## src/rtl/qis_pkg.sv

```systemverilog
// ----------------------------------------------------------------------------
// qis_pkg
// Shared types and constants of the qualified identifier splitter.
// ----------------------------------------------------------------------------
`default_nettype none

package qis_pkg;

	localparam int unsigned BYTE_W          = 8;
	localparam int unsigned NAME_LEN_W      = 8;
	localparam int unsigned MAX_NAME_LEN_DF = 63;
	localparam int unsigned QUEUE_DEPTH     = 2;
	localparam logic [BYTE_W-1:0] SEP_RESET = 8'h2E;

	localparam logic [BYTE_W-1:0] CH_END      = 8'h00;
	localparam logic [BYTE_W-1:0] CH_BACKTICK = 8'h60;
	localparam logic [BYTE_W-1:0] CH_UPPER_A  = 8'h41;
	localparam logic [BYTE_W-1:0] CH_UPPER_Z  = 8'h5A;
	localparam logic [BYTE_W-1:0] CASE_OFFSET = 8'h20;

	// one output record
	typedef struct packed {
		logic [BYTE_W-1:0] out_byte;
		logic              byte_valid;
		logic              name_end;
		logic              list_done;
		logic              syntax_error;
	} qis_result_t;

	// space, tab, newline, carriage return, form feed, vertical tab
	function automatic logic is_ws(input logic [BYTE_W-1:0] c);
		return c == 8'h20 || c == 8'h09 || c == 8'h0A || c == 8'h0D ||
			c == 8'h0C || c == 8'h0B;
	endfunction

endpackage

`default_nettype wire

```

## src/rtl/qis_front.sv

```systemverilog
// ----------------------------------------------------------------------------
// qis_front
// Accepts bytes, runs the parse state machine and pushes result records.
// ----------------------------------------------------------------------------
`default_nettype none

module qis_front import qis_pkg::*; #(
	parameter int unsigned MAX_NAME_LEN = MAX_NAME_LEN_DF
) (
	input  wire logic              clk,
	input  wire logic              arst_n,
	input  wire logic              in_valid,
	output logic                   in_stall,
	input  wire logic [BYTE_W-1:0] in_byte,
	input  wire logic [BYTE_W-1:0] sep_char,
	input  wire logic              q_full,
	output logic                   push,
	output qis_result_t            push_data
);

	localparam logic [2:0] M_LEAD      = 3'd0;
	localparam logic [2:0] M_UNQ       = 3'd1;
	localparam logic [2:0] M_QUOTED    = 3'd2;
	localparam logic [2:0] M_QSEEN     = 3'd3;
	localparam logic [2:0] M_TRAIL     = 3'd4;
	localparam logic [2:0] M_AFTER_SEP = 3'd5;
	localparam logic [2:0] M_FAILED    = 3'd6;

	localparam logic [NAME_LEN_W-1:0] LEN_MAX = NAME_LEN_W'(MAX_NAME_LEN);

	logic [2:0]            mode_q, mode_d;
	logic [NAME_LEN_W-1:0] len_q, len_d;
	logic                  accept, emit;
	qis_result_t           res;

	assign in_stall = q_full;
	assign accept   = in_valid && !q_full;
	assign push     = accept && emit;
	assign push_data = res;

	always_comb begin
		logic                  c_end, c_ws, c_bt, c_sep;
		logic [BYTE_W-1:0]     lc;
		logic                  do_start, do_after, do_fail, do_byte;
		logic [BYTE_W-1:0]     byte_val;
		logic [NAME_LEN_W-1:0] len_base;

		c_end = in_byte == CH_END;
		c_ws  = is_ws(in_byte);
		c_bt  = in_byte == CH_BACKTICK;
		c_sep = in_byte == sep_char;
		lc    = (in_byte >= CH_UPPER_A && in_byte <= CH_UPPER_Z) ?
			in_byte + CASE_OFFSET : in_byte;

		do_start = 1'b0;
		do_after = 1'b0;
		do_fail  = 1'b0;
		do_byte  = 1'b0;
		byte_val = in_byte;
		len_base = len_q;
		emit     = 1'b0;
		res      = '0;
		mode_d   = mode_q;
		len_d    = len_q;

		case (mode_q)
			M_LEAD: begin
				if (c_end) begin
					emit          = 1'b1;
					res.list_done = 1'b1;
					len_d         = '0;
				end else if (c_bt || !c_ws) begin
					do_start = 1'b1;
				end
			end
			M_AFTER_SEP: begin
				if (c_end) begin
					do_fail = 1'b1;
				end else if (c_bt || !c_ws) begin
					do_start = 1'b1;
				end
			end
			M_UNQ: begin
				if (c_end || c_ws || c_sep) begin
					do_after = 1'b1;
				end else begin
					do_byte  = 1'b1;
					byte_val = lc;
				end
			end
			M_QUOTED: begin
				if (c_end) begin
					do_fail = 1'b1;
				end else if (c_bt) begin
					mode_d = M_QSEEN;
				end else begin
					do_byte = 1'b1;
				end
			end
			M_QSEEN: begin
				if (c_bt) begin
					mode_d  = M_QUOTED;
					do_byte = 1'b1;
				end else begin
					do_after = 1'b1;
				end
			end
			M_TRAIL: begin
				do_after = 1'b1;
			end
			default: begin
				// failed: drop bytes until the end byte
				if (c_end) begin
					mode_d = M_LEAD;
					len_d  = '0;
				end else begin
					mode_d = M_FAILED;
				end
			end
		endcase

		if (do_start) begin
			len_base = '0;
			len_d    = '0;
			if (c_bt) begin
				mode_d = M_QUOTED;
			end else if (c_sep) begin
				do_fail = 1'b1;
			end else begin
				mode_d   = M_UNQ;
				do_byte  = 1'b1;
				byte_val = lc;
			end
		end

		if (do_after) begin
			if (c_end) begin
				mode_d        = M_LEAD;
				len_d         = '0;
				emit          = 1'b1;
				res.name_end  = 1'b1;
				res.list_done = 1'b1;
			end else if (c_ws) begin
				mode_d = M_TRAIL;
			end else if (c_sep) begin
				mode_d       = M_AFTER_SEP;
				len_d        = '0;
				emit         = 1'b1;
				res.name_end = 1'b1;
			end else begin
				do_fail = 1'b1;
			end
		end

		if (do_fail) begin
			mode_d           = c_end ? M_LEAD : M_FAILED;
			len_d            = '0;
			emit             = 1'b1;
			res              = '0;
			res.syntax_error = 1'b1;
		end

		// bytes past the length limit are dropped silently
		if (do_byte && !do_fail && len_base < LEN_MAX) begin
			len_d          = len_base + 1'b1;
			emit           = 1'b1;
			res.out_byte   = byte_val;
			res.byte_valid = 1'b1;
		end
	end

	always_ff @(posedge clk or negedge arst_n) begin
		if (!arst_n) begin
			mode_q <= M_LEAD;
			len_q  <= '0;
		end else if (accept) begin
			mode_q <= mode_d;
			len_q  <= len_d;
		end
	end

endmodule

`default_nettype wire

```

## src/rtl/qis_queue.sv

```systemverilog
// ----------------------------------------------------------------------------
// qis_queue
// Short result queue between the parser and the output stage.
// ----------------------------------------------------------------------------
`default_nettype none

module qis_queue import qis_pkg::*; (
	input  wire logic  clk,
	input  wire logic  arst_n,
	input  wire logic  push,
	input  wire qis_result_t push_data,
	input  wire logic  pop,
	output qis_result_t pop_data,
	output logic       full,
	output logic       not_empty
);

	localparam int unsigned PTR_W = (QUEUE_DEPTH > 1) ? $clog2(QUEUE_DEPTH) : 1;
	localparam int unsigned CNT_W = $clog2(QUEUE_DEPTH + 1);
	localparam logic [PTR_W-1:0] PTR_LAST = PTR_W'(QUEUE_DEPTH - 1);
	localparam logic [CNT_W-1:0] CNT_FULL = CNT_W'(QUEUE_DEPTH);

	qis_result_t      entry_q [QUEUE_DEPTH];
	logic [PTR_W-1:0] wr_ptr_q, rd_ptr_q;
	logic [CNT_W-1:0] count_q;

	assign full      = count_q == CNT_FULL;
	assign not_empty = count_q != '0;
	assign pop_data  = entry_q[rd_ptr_q];

	always_ff @(posedge clk) begin
		if (push) begin
			entry_q[wr_ptr_q] <= push_data;
		end
	end

	always_ff @(posedge clk or negedge arst_n) begin
		if (!arst_n) begin
			wr_ptr_q <= '0;
			rd_ptr_q <= '0;
			count_q  <= '0;
		end else begin
			if (push) begin
				wr_ptr_q <= (wr_ptr_q == PTR_LAST) ? '0 : wr_ptr_q + 1'b1;
			end
			if (pop) begin
				rd_ptr_q <= (rd_ptr_q == PTR_LAST) ? '0 : rd_ptr_q + 1'b1;
			end
			if (push && !pop) begin
				count_q <= count_q + 1'b1;
			end else if (pop && !push) begin
				count_q <= count_q - 1'b1;
			end
		end
	end

endmodule

`default_nettype wire

```

## src/rtl/qis_back.sv

```systemverilog
// ----------------------------------------------------------------------------
// qis_back
// Output register: drains the result queue into the output channel.
// ----------------------------------------------------------------------------
`default_nettype none

module qis_back import qis_pkg::*; (
	input  wire logic              clk,
	input  wire logic              arst_n,
	input  wire logic              q_not_empty,
	input  wire qis_result_t       q_data,
	output logic                   pop,
	output logic                   out_valid,
	input  wire logic              out_stall,
	output logic [BYTE_W-1:0]      out_byte,
	output logic                   byte_valid,
	output logic                   name_end,
	output logic                   list_done,
	output logic                   syntax_error
);

	logic        valid_q;
	qis_result_t data_q;

	// load whenever the register is empty or its transaction completes
	assign pop = q_not_empty && (!valid_q || !out_stall);

	always_ff @(posedge clk or negedge arst_n) begin
		if (!arst_n) begin
			valid_q <= 1'b0;
		end else if (!valid_q || !out_stall) begin
			valid_q <= q_not_empty;
		end
	end

	always_ff @(posedge clk) begin
		if (pop) begin
			data_q <= q_data;
		end
	end

	assign out_valid    = valid_q;
	assign out_byte     = data_q.out_byte;
	assign byte_valid   = data_q.byte_valid;
	assign name_end     = data_q.name_end;
	assign list_done    = data_q.list_done;
	assign syntax_error = data_q.syntax_error;

endmodule

`default_nettype wire

```

## src/rtl/qualified_identifier_splitter.sv

```systemverilog
// ----------------------------------------------------------------------------
// qualified_identifier_splitter
// Splits a byte stream of qualified identifiers into names, one byte a cycle while in_stall is low.
// ----------------------------------------------------------------------------
// Input channel: in_valid / in_stall with in_byte; a byte of 0 ends a string.
// Output channel: out_valid / out_stall with out_byte, byte_valid, name_end,
// list_done and syntax_error. A byte may give one record or none (whitespace,
// quote marks, bytes past the length limit, bytes after an error).
// Separator register: sep_char is written by cfg_we / cfg_wdata; the user
// must write it only while the block is idle, as the block itself does not
// enforce this. It resets to '.'.
// Throughput: one byte per cycle while in_stall is low, set by the parse state machine.
// Records go from the parser into the queue, then into the output register.
// When the receiver stalls, the output register holds, the two-entry queue
// fills, and in_stall rises only once the queue is full.
// Reset clears the parse state, the queue and the output valid; sep_char
// returns to '.'.
// ----------------------------------------------------------------------------
`default_nettype none

module qualified_identifier_splitter import qis_pkg::*; #(
	parameter int unsigned MAX_NAME_LEN = MAX_NAME_LEN_DF
) (
	input  wire logic              clk,
	input  wire logic              arst_n,
	input  wire logic              cfg_we,
	input  wire logic [BYTE_W-1:0] cfg_wdata,
	input  wire logic              in_valid,
	output logic                   in_stall,
	input  wire logic [BYTE_W-1:0] in_byte,
	output logic                   out_valid,
	input  wire logic              out_stall,
	output logic [BYTE_W-1:0]      out_byte,
	output logic                   byte_valid,
	output logic                   name_end,
	output logic                   list_done,
	output logic                   syntax_error
);

	logic [BYTE_W-1:0] sep_q;
	logic              push, pop, q_full, q_not_empty;
	qis_result_t       push_data, pop_data;

	always_ff @(posedge clk or negedge arst_n) begin
		if (!arst_n) begin
			sep_q <= SEP_RESET;
		end else if (cfg_we) begin
			sep_q <= cfg_wdata;
		end
	end

	qis_front #(
		.MAX_NAME_LEN(MAX_NAME_LEN)
	) u_front (
		.clk      (clk),
		.arst_n   (arst_n),
		.in_valid (in_valid),
		.in_stall (in_stall),
		.in_byte  (in_byte),
		.sep_char (sep_q),
		.q_full   (q_full),
		.push     (push),
		.push_data(push_data)
	);

	qis_queue u_queue (
		.clk      (clk),
		.arst_n   (arst_n),
		.push     (push),
		.push_data(push_data),
		.pop      (pop),
		.pop_data (pop_data),
		.full     (q_full),
		.not_empty(q_not_empty)
	);

	qis_back u_back (
		.clk         (clk),
		.arst_n      (arst_n),
		.q_not_empty (q_not_empty),
		.q_data      (pop_data),
		.pop         (pop),
		.out_valid   (out_valid),
		.out_stall   (out_stall),
		.out_byte    (out_byte),
		.byte_valid  (byte_valid),
		.name_end    (name_end),
		.list_done   (list_done),
		.syntax_error(syntax_error)
	);

endmodule

`default_nettype wire

```

## config.mk

```make
export PLATFORM = sky130hd
export DESIGN_NAME = qualified_identifier_splitter
export DESIGN_NICKNAME = d
export VERILOG_FILES = /design/src/rtl/qis_pkg.sv /design/src/rtl/qis_front.sv /design/src/rtl/qis_queue.sv /design/src/rtl/qis_back.sv /design/src/rtl/qualified_identifier_splitter.sv
export SDC_FILE = /design/constraint.sdc
export NUM_CORES = 1
export LEC_CHECK = 0
export CAP_MARGIN = 5
export CORE_MARGIN = 4
export CORE_UTILIZATION = 55
export CTS_BUF_LIST = sky130_fd_sc_hd__clkbuf_2 sky130_fd_sc_hd__clkbuf_4 sky130_fd_sc_hd__clkbuf_8
export CTS_CLUSTER_DIAMETER = 80
export DETAILED_ROUTE_END_ITERATION = 10
export DONT_BUFFER_PORTS = 1
export GPL_TIMING_DRIVEN = 0
export PLACE_DENSITY = 0.73
export SLEW_MARGIN = 40
export SYNTH_ARGS = -nofsm -noshare
export SYNTH_HDL_FRONTEND = slang
export SYNTH_HIERARCHICAL = 1
export SYNTH_SLANG_ARGS = --single-unit
```

## constraint.sdc

```tcl
create_clock -name clk -period 3.5 [get_ports clk]
set_clock_uncertainty 0.15 [all_clocks]
set_input_delay 0.525 -clock clk [delete_from_list [all_inputs] [get_ports clk]]
set_output_delay 0.525 -clock clk [all_outputs]
set_load 0.01 [all_outputs]
```

==> reports/summary.txt, run 1 <==
Worst Hold Class -> in2reg
CTS tree -> done
Switching Fraction -> 36.2%
detailed placement HPWL -> 4390 µm
R2R Path End -> u_queue/count_q[1]$_DFFE_PN0P_
R2R cell count -> 11
Die H -> 85.2 µm
arrival time of the worst setup path -> 3.54 ns
crit share post-route -> 98.2%
RSZ-0062 raised after global routing -> true
Clock Path Buffers -> 2
Primary FF master, synth -> edfxtp_1
Syn Inst Count -> 276
Reg clk slew, reported paths -> 0.06 ns
sequential power share -> 38.8%
initial antenna violation count -> 0
die area -> 7270 µm²
leakage power -> 1.48 nW
MaxCap Viol Count -> 0
Layout area overhead -> 16.6%
post-synthesis sequential area ratio -> 51.4%
Max IR drop VDD -> 562 µV
number of cells on the worst hold path -> 1
Post-synth top cells -> edfxtp_1, dfrtp_1, mux2_4, a21oi_1, nand2_1
Post-synth EDFFs -> 36
largest net degree at the start of global routing -> 25
internal cell power -> 2.12 mW
drt first-iter violations -> 107
netlist area before placement -> 3280 µm²
r2r setup slk -> 0.14 ns
WL final -> 6820 µm
#FFs+latches synth -> 60
syn_nets -> 300
CTS Sinks -> 60
TritonCTS buffer count -> 9
Core Area -> 5640 µm²
Slew Limit Headroom -> 47.7%
Slew @ Worst Pin -> 0.781 ns
Hold Path Origin -> out_stall
Comb power frac -> 41.0%
number of global-route vias before repair -> 2,193
Rows -> 27
slowest CP cell -> or3b_4
Port-buffer cells -> 0
hold endpoint -> u_back/out_valid$_DFFE_PN0P_
Clock Power Share -> 20.3%
minimum clock period -> 3.44 ns
post-synth top area share -> 32.9%
nets -> 323
status -> completed
# diodes -> 0
Root Driver -> clkbuf_8
crit-path cells -> buf_12, or3b_4, nor4b_4, nor2_4, nand2_4, and2_4, ha_4, nand3_4, o31ai_4, a211oi_2, a31o_1, o31ai_4, a41oi_2, ha_2, xor2_1, nor2_1, xor2_1
GRT Total Usage -> 19.2%
vias per cell -> 5.97
Avg WL per Cell -> 18.1 µm
Yosys cell types -> 64
fraction of layout cells with a size suffix above 1 -> 33.2%
num ports -> 35
Syn. warnings -> 6
Critical Path RT -> 3.61 ns
Syn Area/Cell -> 11.9 µm²
startpoint types -> primary input
async set or reset register ratio after synthesis -> 40.0%
TritonRoute pass-1 iters -> 4
CP max stage delay -> 0.39 ns
worst-skew pair later-pin latency -> 0.34 ns
critical path peak fanout -> 5
final hold slack -> 0.160 ns
first-pass GRT wire length -> 11,100 µm
fmax -> 291 MHz
Psw -> 1.21 mW
Top Family by Delay on Critical Path -> simple AND/OR/NAND/NOR gates
GRT overflow -> 0
Antenna Nets Post-Route -> 0
routability cong. -> 0.892
Setup-failing EPs final -> 0
Final Hold Fails -> 0
top-count cell post-synth -> edfxtp_1
Starting Density -> 58.2%
CP Capture Type -> flop
synth top area cells -> edfxtp_1, dfrtp_1, mux2_4
CTS HTree Levels -> 3
Worst R2R Start -> sep_q[5]$_DFFE_PN1P_
cell taking the most area after synthesis -> edfxtp_1
total number of vias -> 2,246
WS Path Type -> in2reg
Setup TNS -> 0 ns
Worst Path Buf+Inv -> 1
Slew Limit Fails -> 0
Die Width -> 85.2 µm
Pwr Density -> 870 nW/µm²
drc violations -> 0
## sequential cells by signal (all words and copies together) (netlist names)
name                 cells
u_back/out_byte          8
u_front/len_q            8
u_queue/rd_ptr_q         1
u_queue/count_q          2
u_queue/wr_ptr_q         1
sep_q                    8
u_back/list_done         1
u_back/byte_valid        1
u_front/mode_q           3
u_queue/entry_q         24
u_back/out_valid         1
u_back/syntax_error      1
u_back/name_end          1
## timing repair
| item | 4_1_cts | 5_1_grt |
|---|---|---|
| hold buffers | 2 | 0 |
| setup buffers | 5 | 6 |
| endpoints found under the hold margin | 24 | 0 |
| endpoints found under the setup margin | 36 | 41 |
| resized for setup | 5 | 11 |
| pin swaps | 5 | 12 |
## metal layers
| metal | global-route usage (%) | up-vias | share of wire, % |
|---|---|---|---|
| met5 | 0 | - | 0 |
| met4 | 6.76 | 0 | 1.3 |
| met3 | 3.20 | 10 | 5.8 |
| met2 | 32.3 | 67 | 51 |
| met1 | 25.1 | 1104 | 42 |
| li1 | - | 1065 | - |
## cell families after synthesis
kind of cell	Yosys count	synth area share, %
xor+xnor	15	4.00
flops	60	51.4
fa+ha+maj	4	1.49
compound gates	56	12.9
mux	21	9.15
buf+inv	30	5.26
simple gates	90	15.8
## metrics by stage
stage                     setup slack (ns)  util [%]  cell area (µm²)  cells  total power, mW
after CTS                          -0.0785      66.1             3730    371             3.29
after floorplan                     -0.304         -             3330    276             2.27
after global placement              -0.702      60.7             3420    348             2.49
after global routing                -0.112      67.8             3830    376             3.54
final                               0.0629      67.8             3830    376             3.33
after detailed placement            -0.714      60.7             3420    348             2.52
## placed cells by master, fill, tap and decap left out, drive strengths merged, types with 3 or more instances in the layout
| master | instances |
|---|---|
| nand3 | 8 |
| dfstp | 4 |
| nand2b | 4 |
| clkbuf | 13 |
| nand2 | 15 |
| inv | 13 |
| ha | 3 |
| a21oi | 17 |
| xor2 | 13 |
| nor2b | 7 |
| and2 | 10 |
| clkinv | 5 |
| o22ai | 4 |
| mux2 | 21 |
| nor4 | 6 |
| dfrtp | 20 |
| nor2 | 14 |
| o21ai | 9 |
| edfxtp | 36 |
| buf | 24 |
| o31ai | 6 |
| nor3 | 12 |
## worst register-to-register path: cells and delay by family, from the launching register on
kind | cells | cell delay (ns)
adder cells (fa/ha/maj) | 1 | 0.24
AO/OA/AOI/OAI | 2 | 0.65
buffers and inverters | 1 | 0.24
multiplexers | 1 | 0.40
flip-flops | 1 | 0.54
XOR/XNOR | 3 | 0.36
AND/OR/NAND/NOR | 3 | 0.70
## worst max-delay path by stage
stage | from | to | slack [ns] | cells past startpoint
6_report | in_byte[5] | u_queue/count_q[1]$_DFFE_PN0P_ | 0.06 | 17
5_1_grt | in_byte[5] | u_queue/count_q[1]$_DFFE_PN0P_ | -0.11 | 17
4_1_cts | in_byte[1] | u_queue/count_q[1]$_DFFE_PN0P_ | -0.08 | 17
3_5_place_dp | in_byte[1] | u_queue/count_q[1]$_DFFE_PN0P_ | -0.71 | 16
3_3_place_gp | in_byte[1] | u_queue/count_q[1]$_DFFE_PN0P_ | -0.70 | 17
2_1_floorplan | in_byte[1] | u_queue/count_q[1]$_DFFE_PN0P_ | -0.30 | 17
## power by group through the flow
stage               logic [mW]  registers [mW]  clock network (mW)
finish                    1.36            1.29               0.675
global route              1.49            1.32               0.731
CTS                       1.33            1.28               0.687
detailed placement        1.24            1.28                   0
global placement          1.22            1.26                   0
floorplan                 1.03            1.24                   0
## final cells by class
class | count | area, µm²
plain buffers | 16 | 143
clock buffers | 9 | 124
clock inverters | 7 | 91.3
fillers | 397 | 1810
inverters | 13 | 48.8
multi-input cells | 186 | 1530
flip-flops and latches | 60 | 1690
well taps | 72 | 90.1
repair buffers | 13 | 113
Note: power is estimated with default switching activity, not from simulation.
==> inputs of run 2 (changes only) <==
Settings changed: REMOVE_ABC_BUFFERS from default to 1.
==> reports/summary.txt, run 2 (synthesis gave the netlist of run 1 again) <==
leakage power -> 1.37 nW
crit share post-route -> 96.8%
MaxCap Viol Count -> 0
Largest register FFs -> 24
Slew @ Worst Pin -> 0.741 ns
Die H -> 85.2 µm
Clock Path Buffers -> 2
fraction of layout cells with a size suffix above 1 -> 31.0%
Layout area overhead -> 10.7%
Rows -> 27
nets -> 306
Max IR drop VDD -> 372 µV
drc violations -> 0
Core Area -> 5640 µm²
# diodes -> 0
Antenna Nets Post-Route -> 0
WL final -> 6070 µm
startpoint types -> primary input
crit-path cells -> or4_4, a21oi_4, nor2_4, a21oi_2, ha_4, nand3_2, o31ai_4, a211oi_1, a31o_1, o31ai_4, a41oi_2, buf_4, and2_2
TritonRoute pass-1 iters -> 5
Setup TNS -> 0 ns
Slew Limit Fails -> 0
num ports -> 35
critical path peak fanout -> 12
detailed placement HPWL -> 4130 µm
CTS Sinks -> 60
Post-DP Area -> 3250 µm²
CTS HTree Levels -> 3
die area -> 7270 µm²
Worst Path Buf+Inv -> 1
fmax -> 295 MHz
dpl ws -> -0.839 ns
Setup-failing EPs final -> 0
Critical Path RT -> 3.39 ns
arrival time of the worst setup path -> 3.28 ns
slowest CP cell -> or4_4
total number of vias -> 2,145
largest net degree at the start of global routing -> 25
GRT Total Usage -> 17.9%
post-route cell area -> 3630 µm²
Starting Density -> 58.2%
CTS tree -> done
Top Family by Delay on Critical Path -> compound AO/OA/AOI/OAI gates
Final Hold Fails -> 0
most frequent cells in the layout -> edfxtp_1, dfrtp_1, mux2_4
Final Worst Setup Slack -> 0.110 ns
Slew Limit Headroom -> 50.3%
vias per cell -> 5.97
TritonCTS buffer count -> 9
Fillers -> 430
CP dominant cell by count -> o31ai_4
drt first-iter violations -> 145
CP Capture Type -> flop
minimum clock period -> 3.39 ns
status -> completed
Top reg by flops -> u_queue/entry_q
Avg WL per Cell -> 16.9 µm
worst-skew pair later-pin latency -> 0.32 ns
routability cong. -> 0.897
number of global-route vias before repair -> 2,070
WS Path Type -> in2reg
Die Width -> 85.2 µm
GRT overflow -> 0
initial antenna violation count -> 0
Pwr Density -> 845 nW/µm²
Reg clk slew, reported paths -> 0.06 ns
Port-buffer cells -> 0
first-pass GRT wire length -> 10,300 µm
final core occ -> 64.4%
CP max stage delay -> 0.54 ns
Worst Hold Class -> in2reg
Root Driver -> clkbuf_8
FF+latch area -> 1690 µm²
commonest non-fill, non-tap cell in the layout -> edfxtp_1
Multi-input gate area -> 1530 µm²
-- run 2: stage by stage --
| stage | hold slack [ns] | power [mW] | std cells |
|---|---|---|---|
| floorplan | 0.0794 | 2.15 | 259 |
| global placement | 0.0800 | 2.36 | 331 |
| detailed placement | 0.0799 | 2.39 | 331 |
| CTS | 0.145 | 2.99 | 352 |
| global route | 0.160 | 3.28 | 359 |
| finish | 0.164 | 3.07 | 359 |
-- run 2: what timing repair did --
item                                    CTS  global route
gates cloned                              0             0
hold buffers                              2             0
endpoints found under the setup margin   43            27
setup buffers                             3             7
pin swaps                                 6             6
gates resized for setup                  12            12
hold endpoints to repair                 24             0
-- run 2: power by group --
group | internal (mW) | switching [mW]
Sequential | 1.10 | 0.234
Combinational | 0.566 | 0.640
Clock | 0.279 | 0.249
Total | 1.95 | 1.12
-- run 2: path summary, 6_finish.rpt --
kind	cells after the start	startpoint	to	slack, ns
max in group asynchronous	2	arst_n	sep_q[3]$_DFFE_PN1P_	2.50
min reg2reg	1	u_queue/count_q[1]$_DFFE_PN0P_	u_queue/count_q[1]$_DFFE_PN0P_	0.33
max reg2reg	8	sep_q[5]$_DFFE_PN1P_	u_queue/entry_q[1][5]$_DFFE_PP_	0.15
min	1	out_stall	u_back/out_valid$_DFFE_PN0P_	0.16
min in group asynchronous	2	arst_n	sep_q[4]$_DFFE_PN0P_	0.48
max	13	in_byte[2]	u_queue/entry_q[1][5]$_DFFE_PP_	0.11
-- run 2: layout make-up --
type / count / share of cell area (%)
Clock buffer: 11 / 4.00
Multi-Input combinational cell: 186 / 42.0
Inverter: 13 / 1.34
Timing Repair Buffer: 12 / 2.89
Clock inverter: 5 / 0.792
Tap cell: 72 / 2.48
Sequential cell: 60 / 46.5
-- run 2: worst reg2reg max path, cell delays in order (launching register included) --
cell and delay (ns):
dfstp_2 0.55, xor2_1 0.09, nor4_2 0.38, and2_2 0.35, mux2_2 0.39, a221oi_4 0.43
a41oi_2 0.23, buf_4 0.20, and2_2 0.29
-- run 2: metal layers --
| layer | global-route usage (%) | wire (µm) | up-vias |
|---|---|---|---|
| met1 | 23.6 | 2670 | 1030 |
| li1 | - | - | 1038 |
| met4 | 6.47 | 102 | 0 |
| met3 | 5.53 | 363 | 10 |
| met5 | 0 | 0 | - |
| met2 | 27.9 | 2930 | 67 |
==> inputs of run 3 (changes only) <==
Settings changed: ABC_AREA from default to 1.
==> reports/summary.txt, run 3 <==
initial antenna violation count -> 0
Post-DP Area -> 3440 µm²
CP Capture Type -> flop
first-pass GRT wire length -> 11,400 µm
GRT overflow -> 0
dpl ws -> -0.208 ns
status -> completed
Setup-failing EPs final -> 0
crit share post-route -> 91.6%
Post-synth EDFFs -> 36
Reg clk slew, reported paths -> 0.07 ns
R2R Path End -> u_queue/count_q[1]$_DFFE_PN0P_
CTS Sinks -> 60
number of cells on the worst hold path -> 2
drt first-iter violations -> 163
final core occ -> 62.8%
post-synth top area share -> 31.7%
CTS HTree Levels -> 3
critical path peak fanout -> 11
Worst Hold Class -> in2reg
Comb power frac -> 39.5%
hold endpoint -> sep_q[2]$_DFFE_PN1P_
RSZ-0062 raised after global routing -> false
WL final -> 6390 µm
Yosys cell types -> 37
startpoint types -> flop
Syn Inst Count -> 379
minimum clock period -> 3.21 ns
Die Width -> 86.7 µm
Root Driver -> clkbuf_8
fmax -> 312 MHz
TritonRoute pass-1 iters -> 4
arrival time of the worst setup path -> 3.29 ns
cell taking the most area after synthesis -> edfxtp_1
Clock Power Share -> 20.9%
most frequent cells in the layout -> nand2_1, nor2_1, edfxtp_1
Final Worst Setup Slack -> 0.294 ns
die area -> 7520 µm²
Switching Fraction -> 38.6%
#FFs+latches synth -> 60
Slew Limit Fails -> 0
Max IR drop VDD -> 490 µV
Clock Path Buffers -> 2
netlist area before placement -> 3410 µm²
synth top area cells -> edfxtp_1, dfrtp_1, nand2_1
Critical Path RT -> 3.59 ns
sequential power share -> 39.6%
MaxCap Viol Count -> 0
Psw -> 1.28 mW
worst-skew pair later-pin latency -> 0.34 ns
post-route cell area -> 3740 µm²
vias per cell -> 5.30
post-synthesis sequential area ratio -> 49.5%
Primary FF master, synth -> edfxtp_1
drc violations -> 0
nets -> 411
Slew @ Worst Pin -> 0.757 ns
Avg WL per Cell -> 13.7 µm
CTS tree -> done
# diodes -> 0
Syn Area/Cell -> 9.00 µm²
routability cong. -> 0.918
final hold slack -> 0.112 ns
Rows -> 28
async set or reset register ratio after synthesis -> 40.0%
Hold Path Origin -> cfg_we
Post-synth top cells -> nand2_1, nor2_1, edfxtp_1, inv_1, dfrtp_1
fraction of layout cells with a size suffix above 1 -> 20.9%
Worst R2R Start -> u_front/mode_q[1]$_DFFE_PN0P_
Pwr Density -> 890 nW/µm²
detailed placement HPWL -> 4640 µm
Core Area -> 5960 µm²
Slew Limit Headroom -> 49.5%
leakage power -> 1.69 nW
total number of vias -> 2,476
Port-buffer cells -> 0
Die H -> 86.7 µm
Top reg by flops -> u_queue/entry_q
total power -> 3.33 mW
largest net degree at the start of global routing -> 25
WS Path Type -> reg2reg
Fillers -> 512
TritonCTS buffer count -> 9
Antenna Nets Post-Route -> 0
top-count cell post-synth -> nand2_1
Layout area overhead -> 9.72%
num ports -> 35
GRT Total Usage -> 19.7%
Starting Density -> 57.2%
Largest register FFs -> 24
R2R cell count -> 21
number of global-route vias before repair -> 2,474
r2r setup slk -> 0.29 ns
internal cell power -> 2.04 mW
Final Hold Fails -> 0
commonest non-fill, non-tap cell in the layout -> nand2_1
Syn. warnings -> 6
## run 3: how the worst max path moves through the flow
stage / from / endpoint
2_1_floorplan: in_byte[7] / u_queue/entry_q[0][0]$_DFFE_PP_
5_1_grt: u_front/mode_q[1]$_DFFE_PN0P_ / u_queue/count_q[1]$_DFFE_PN0P_
3_3_place_gp: in_byte[7] / u_queue/entry_q[0][6]$_DFFE_PP_
3_5_place_dp: in_byte[7] / u_queue/entry_q[0][6]$_DFFE_PP_
4_1_cts: u_front/mode_q[1]$_DFFE_PN0P_ / u_queue/entry_q[0][3]$_DFFE_PP_
6_report: u_front/mode_q[1]$_DFFE_PN0P_ / u_queue/count_q[1]$_DFFE_PN0P_
## run 3: final cells by class
cell class                      count  area (µm²)  area share [%]
Clock buffer                        9         124            3.31
Clock inverter                      7        98.8            2.64
Inverter                           47         180            4.82
Multi-Input combinational cell    264        1490            39.9
Sequential cell                    60        1690            45.1
Tap cell                           75        93.8            2.51
Timing Repair Buffer                5        65.1            1.74
## run 3: cells by family (layout without fill, tap and decap cells)
logic type	Yosys count	after routing	share of synthesized area, %
AO/OA/AOI/OAI	32	32	5.84
XOR/XNOR	11	11	2.83
adder cells (fa/ha/maj)	3	3	1.10
buffers and inverters	55	68	7.05
flip-flops	60	60	49.5
multiplexers	12	12	4.95
AND/OR/NAND/NOR	206	206	28.8
## run 3: power groups by stage
stage | logic [mW] | clock network (mW) | registers, mW
floorplan | 1.02 | 0 | 1.29
global placement | 1.20 | 0 | 1.32
detailed placement | 1.24 | 0 | 1.34
CTS | 1.27 | 0.711 | 1.33
global route | 1.49 | 0.753 | 1.35
finish | 1.31 | 0.695 | 1.32
## run 3: per-layer routing
layer / vias to the layer above / GRT usage [%] / routed length (µm)
li1: 1255 / - / -
met3: 14 / 4.56 / 307
met4: 0 / 9.07 / 138
met1: 1143 / 24.4 / 2810
met5: - / 0 / 0
met2: 64 / 32.8 / 3140
## run 3: what timing repair did
item                                    4_1_cts  5_1_grt
pin swaps                                     0        2
endpoints found under the hold margin        24        0
gates cloned                                  0        0
hold buffers                                  2        0
resized for setup                             2        0
setup buffers                                 0        3
endpoints found under the setup margin       24       26
## run 3: worst max-delay path: stages, from the launching register on
cell and delay (ns):
dfrtp_1 0.45, inv_2 0.11, nand2_2 0.08, nand2_1 0.06
nand2_1 0.09, nor2_2 0.15, nand3_2 0.23, nand2_1 0.15
inv_1 0.05, ha_1 0.20, nand2_1 0.07, inv_1 0.04
nand3_1 0.12, o21ai_2 0.10, nor2_4 0.16, nor2_1 0.07
a21oi_2 0.22, ha_1 0.30, inv_1 0.09, nand3_1 0.08
nand2_1 0.06, nand2_1 0.04
## run 3: through the flow
stage | std cells | TNS, ns
global placement | 446 | -5.90
finish | 467 | 0
detailed placement | 446 | -3.29
CTS | 464 | 0
global route | 467 | 0
floorplan | 371 | 0
